File: src/cfr_pkg.sv
// Shared types, constants and CRC helper for the COBS/CRC frame receiver.
package cfr_pkg;

   localparam int RAW_DEPTH     = 512;
   localparam int DECODED_DEPTH = 512;
   localparam int RAW_AW        = $clog2(RAW_DEPTH);
   localparam int RAW_CW        = $clog2(RAW_DEPTH + 1);
   localparam int DEC_AW        = $clog2(DECODED_DEPTH);
   localparam int DEC_CW        = $clog2(DECODED_DEPTH + 1);
   localparam int IDX_W         = 9;
   localparam int POS_W         = ((DEC_AW > IDX_W) ? DEC_AW : IDX_W) + 1;
   localparam int HDR_BYTES     = 7;
   localparam int MIN_FRAME     = 9;

   localparam logic [15:0] CRC_INIT = 16'hFFFF;
   localparam logic [15:0] CRC_POLY = 16'h1021;
   localparam logic [7:0]  CODE_MAX = 8'hFF;

   localparam logic [2:0] ST_OK       = 3'd0;
   localparam logic [2:0] ST_OVERFLOW = 3'd1;
   localparam logic [2:0] ST_COBS     = 3'd2;
   localparam logic [2:0] ST_CRC      = 3'd3;
   localparam logic [2:0] ST_LENGTH   = 3'd4;
   localparam logic [2:0] ST_VERSION  = 3'd5;

   localparam logic KIND_STATUS = 1'b0;
   localparam logic KIND_READ   = 1'b1;

   typedef struct packed {
      logic             mode;
      logic [7:0]       line_byte;
      logic [IDX_W-1:0] payload_index;
   } req_type;

   typedef struct packed {
      logic        result_kind;
      logic [2:0]  status;
      logic [7:0]  frame_type;
      logic [7:0]  channel;
      logic [15:0] sequence_res;
      logic [8:0]  payload_length;
      logic [7:0]  read_data;
      logic [31:0] ok_count;
      logic [31:0] overflow_count;
      logic [31:0] cobs_error_count;
      logic [31:0] check_error_count;
   } rsp_type;

   typedef struct packed {
      logic take;
      logic dec_start;
      logic fetch;
      logic proc;
      logic zfill;
      logic load;
   } cmd_type;

   typedef struct packed {
      logic raw_empty;
      logic ovf;
      logic rp_at_end;
      logic fail;
      logic proc_to_z;
      logic rsp_free;
   } sts_type;

   function automatic logic [15:0] crc_byte(input logic [15:0] crc, input logic [7:0] b);
      logic [15:0] c;
      c = crc ^ {b, 8'h00};
      for (int k = 0; k < 8; k++) begin
         if (c[15]) c = {c[14:0], 1'b0} ^ CRC_POLY;
         else c = {c[14:0], 1'b0};
      end
      return c;
   endfunction

endpackage

File: src/cfr_ctrl.sv
// Sequencer for byte intake, COBS decode walk and result loading.
module cfr_ctrl (
   input  logic             clock,
   input  logic             reset,
   input  logic             req_valid,
   output logic             req_ready,
   input  cfr_pkg::req_type req_item,
   input  cfr_pkg::sts_type sts,
   output cfr_pkg::cmd_type cmd
);

   typedef enum logic [2:0] {S_IDLE, S_FETCH, S_PROC, S_ZFILL, S_RESP} state_type;

   state_type state_ff, state_in;

   assign req_ready = (state_ff == S_IDLE);

   always_comb begin
      state_in = state_ff;
      cmd      = '0;
      case (state_ff)
         S_IDLE: begin
            if (req_valid) begin
               cmd.take = 1'b1;
               if (req_item.mode) begin
                  state_in = S_RESP;
               end else if (req_item.line_byte == 8'h00 && !sts.raw_empty) begin
                  if (sts.ovf) begin
                     state_in = S_RESP;
                  end else begin
                     cmd.dec_start = 1'b1;
                     state_in      = S_FETCH;
                  end
               end
            end
         end
         S_FETCH: begin
            cmd.fetch = 1'b1;
            if (sts.fail || sts.rp_at_end) state_in = S_RESP;
            else state_in = S_PROC;
         end
         S_PROC: begin
            cmd.proc = 1'b1;
            state_in = sts.proc_to_z ? S_ZFILL : S_FETCH;
         end
         S_ZFILL: begin
            cmd.zfill = 1'b1;
            state_in  = S_FETCH;
         end
         S_RESP: begin
            if (sts.rsp_free) begin
               cmd.load = 1'b1;
               state_in = S_IDLE;
            end
         end
         default: state_in = S_IDLE;
      endcase
   end

   always_ff @(posedge clock) begin
      if (reset) state_ff <= S_IDLE;
      else state_ff <= state_in;
   end

endmodule

File: config.mk
export PLATFORM = sky130hd
export DESIGN_NAME = cfr_ctrl
export DESIGN_NICKNAME = d
export VERILOG_FILES = /design/src/cfr_pkg.sv /design/src/cfr_ctrl.sv
export SDC_FILE = /design/constraint.sdc
export NUM_CORES = 1
export LEC_CHECK = 0
export BUFFER_PORTS_ARGS = -buffer_cell sky130_fd_sc_hd__buf_4
export CORE_AREA = 5 5 42 44
export DETAILED_ROUTE_END_ITERATION = 8
export DIE_AREA = 0 0 47 49
export GPL_ROUTABILITY_DRIVEN = 0
export SYNTH_ARGS = -nofsm -noshare
export SYNTH_HDL_FRONTEND = slang
export SYNTH_SLANG_ARGS = --single-unit
File: constraint.sdc
create_clock -name clock -period 1.94 [get_ports clock]
set_input_delay 0.388 -clock clock [delete_from_list [all_inputs] [get_ports clock]]
set_output_delay 0.388 -clock clock [all_outputs]
set_load 0.02 [all_outputs]
==> flow_summary.yaml <==
run_status:
  status: "finished, violations left"
  violations: "negative setup slack"
timing:
  slew_headroom_pct: 80.19
  finClkSkew_ns: 0.0007457
  fin_ws_ns: -0.02768
  setup_viol: 1
  rsz0062_at_grt: "true"
  max_slew.worst_pin.slew_ns: 0.2968
  finalHoldViolCount: 0
  period_share_pct: 101.4
  period_needed_ns: 1.968
  fmax_ghz: 0.5082
  drv_slew: 0
  worst_hold_slack_ns: 0.3490
synthesis:
  yosys.area.top_type: "dfxtp_1"
  ys.flop_type: "dfxtp_1"
  ys_warn_count: 0
  yosysUniqueCellTypes: 20
  syn_area_um2: 270.3
  netlist_top_cells_count: "4 x nor2_1, 4 x nor3_1, 3 x clkbuf_1, 3 x dfxtp_1"
  synth-seq-cells: 3
  synth_cells: 36
  syn_area_per_cell_um2: 7.507
  syn-num-nets: 63
  synth_top_area_share_pct: 22.22
  synth_edf_count: 0
  ys_async_sr_fraction_pct: 0
  ys_seq_area_share_pct: 22.22
  ys_top_cells_by_area: "dfxtp_1 22%, nor4_4 7.9%, nor3_1 7.4%, mux2_4 5.6%, nor2_1 5.6%"
global_route:
  gr-total-overflow: 0
  grt_pass1_vias: 359
  antenna_found_initial: 0
  grt_usage_pct: 8.521
  grt_pass1_wl_mm: 1.373
  grt_max_degree: 10
cts:
  cts_tree: "yes"
  cts_setup_buffers: 0
  clk_pin_slew_ns: 0.04
  h-tree-depth: 1
  clock-sinks: 3
  clk_path_buf_depth: 2
  cts-root-buf: "clkbuf_4"
  cts_hold_buf: 0
  cts_buffers: 3
  clock_latency_ns: 0.23
  cts-resized-gates: 0
floorplan:
  start_util_pct: 19.29
  dieArea_um2: 2303
  fp.dieH_um: 49
  rows: 14
  core_region_area_um2: 1401
  num_io_pins: 34
  fp.dieW_um: 47
finish:
  drive_above_1_share_pct: 55.56
  area_delta_synth_final_pct: 87.04
  final_nets: 91
  nFillCells: 159
  instances_no_fill: 79
  final_area_um2: 505.5
  largest_reg_flops: 3
  max_flop_register: "state_ff"
  reg_top3: "state_ff x3"
  diodes: 0
drt:
  vias_per_cell: 4.608
  vias: 364
  ant_nets: 0
  drc_errors: 0
  wl_per_cell_um: 10.47
  routed_wl_um: 827
  first_pass_iters: 2
  drt_iter0_markers: 2
critical_path:
  worst-path-buf-inv: 2
  critPathRequiredTime_ns: 1.55
  cpLargestDelayFamily: "simple AND/OR/NAND/NOR gates"
  slowest_delay_ns: 0.53
  cpMaxStageDelayCell: "or4_4"
  cp-end-kind: "primary output"
  crit_type: "in2out"
  cp_max_fo: 2
  arrival_ns: 1.58
  cp_cell_sequence: "buf_4 -> or4_4 -> nor4_4 -> and3_2 -> buf_4"
  cpMostUsedCell: "buf_4"
  crit_path_start_kind: "input port"
pwr:
  p_leak_nw: 0.2391
  irDropWorstVdd_v: 0.0001839
  p_per_area_nw_per_um2: 546.2
hold_path:
  worstHoldPathType: "in2reg"
placement:
  dpl-instance-area_um2: 479.2
  numPortBuffers: 24
  placed_cells: 75
job:
  cap_violations: 0
==> final cells by class <==
type / count / area [um2] / share of cell area, %
flip-flops and latches: 3 / 60.06 / 11.88
multi-input cells: 30 / 203.9 / 40.35
clock buffers: 4 / 26.28 / 5.198
repair buffers: 26 / 195.2 / 38.61
well taps: 16 / 20.02 / 3.960
==> worst reg2reg max path: stages (launching register included) <==
cell,delay [ns]
dfxtp_1,0.38
nor3_2,0.30
nand2b_1,0.11
o21ai_2,0.19
mux2_4,0.31
==> kinds of logic after synthesis <==
group | synth area share, %
AND/OR/NAND/NOR | 57.41
AO/OA/AOI/OAI | 10.65
flip-flops | 22.22
buffers and inverters | 4.166
multiplexers | 5.554
==> where the power goes <==
| part | internal (W) | switching (W) |
|---|---|---|
| registers | 0.0000659 | 0.00000753 |
| clock network | 0.0000770 | 0.0000316 |
| logic | 0.0000531 | 0.0000409 |
==> worst paths after layout <==
kind                                    to  cells past startpoint                startpoint  slack, ns
hold reg to reg   state_ff[0]$_SDFFE_PP0P_                      2  state_ff[1]$_SDFFE_PP0P_       0.61
setup / recovery                    cmd[4]                      5              req_item[11]      -0.03
hold / removal    state_ff[0]$_SDFFE_PP0P_                      2                     reset       0.35
setup reg to reg  state_ff[2]$_SDFFE_PP0P_                      4  state_ff[2]$_SDFFE_PP0P_       0.53
==> cell usage in the layout (no fill, tap or decap), drive strengths merged <==
master,Yosys,layout
and2,1,1
nand2b,2,2
o21ai,3,3
mux2,1,1
clkbuf,3,4
or4,1,1
nor3,4,4
nor2,4,4
dfxtp,3,3
or3,1,1
buf,0,26
nor3b,2,2
nand2,2,2
a21oi,2,2
nand3,1,1
nor2b,1,1
and3b,1,1
and3,1,1
nor4,3,3
==> per-stage QoR <==
step	total power [W]	utilization, %	worst slack [ns]	TNS (ns)
finish	0.0002761	36.07	-0.02768	-0.02768
global placement	0.0001692	34.20	-0.04215	-0.04215
floorplan	0.0001210	-	0.08103	0
detailed placement	0.0001700	34.20	-0.04081	-0.04081
CTS	0.0002836	36.07	-0.04130	-0.04130
global route	0.0002969	36.07	-0.08308	-0.08308
==> routing by layer <==
metal	wire length, um	global-route usage, %	vias to the layer above
met5	0	0	-
met4	22	8.295	0
met1	317	8.791	157
met3	91	3.321	2
li1	-	-	183
met2	395	12.22	22
No activity file was read; power rests on OpenSTA's default activity.
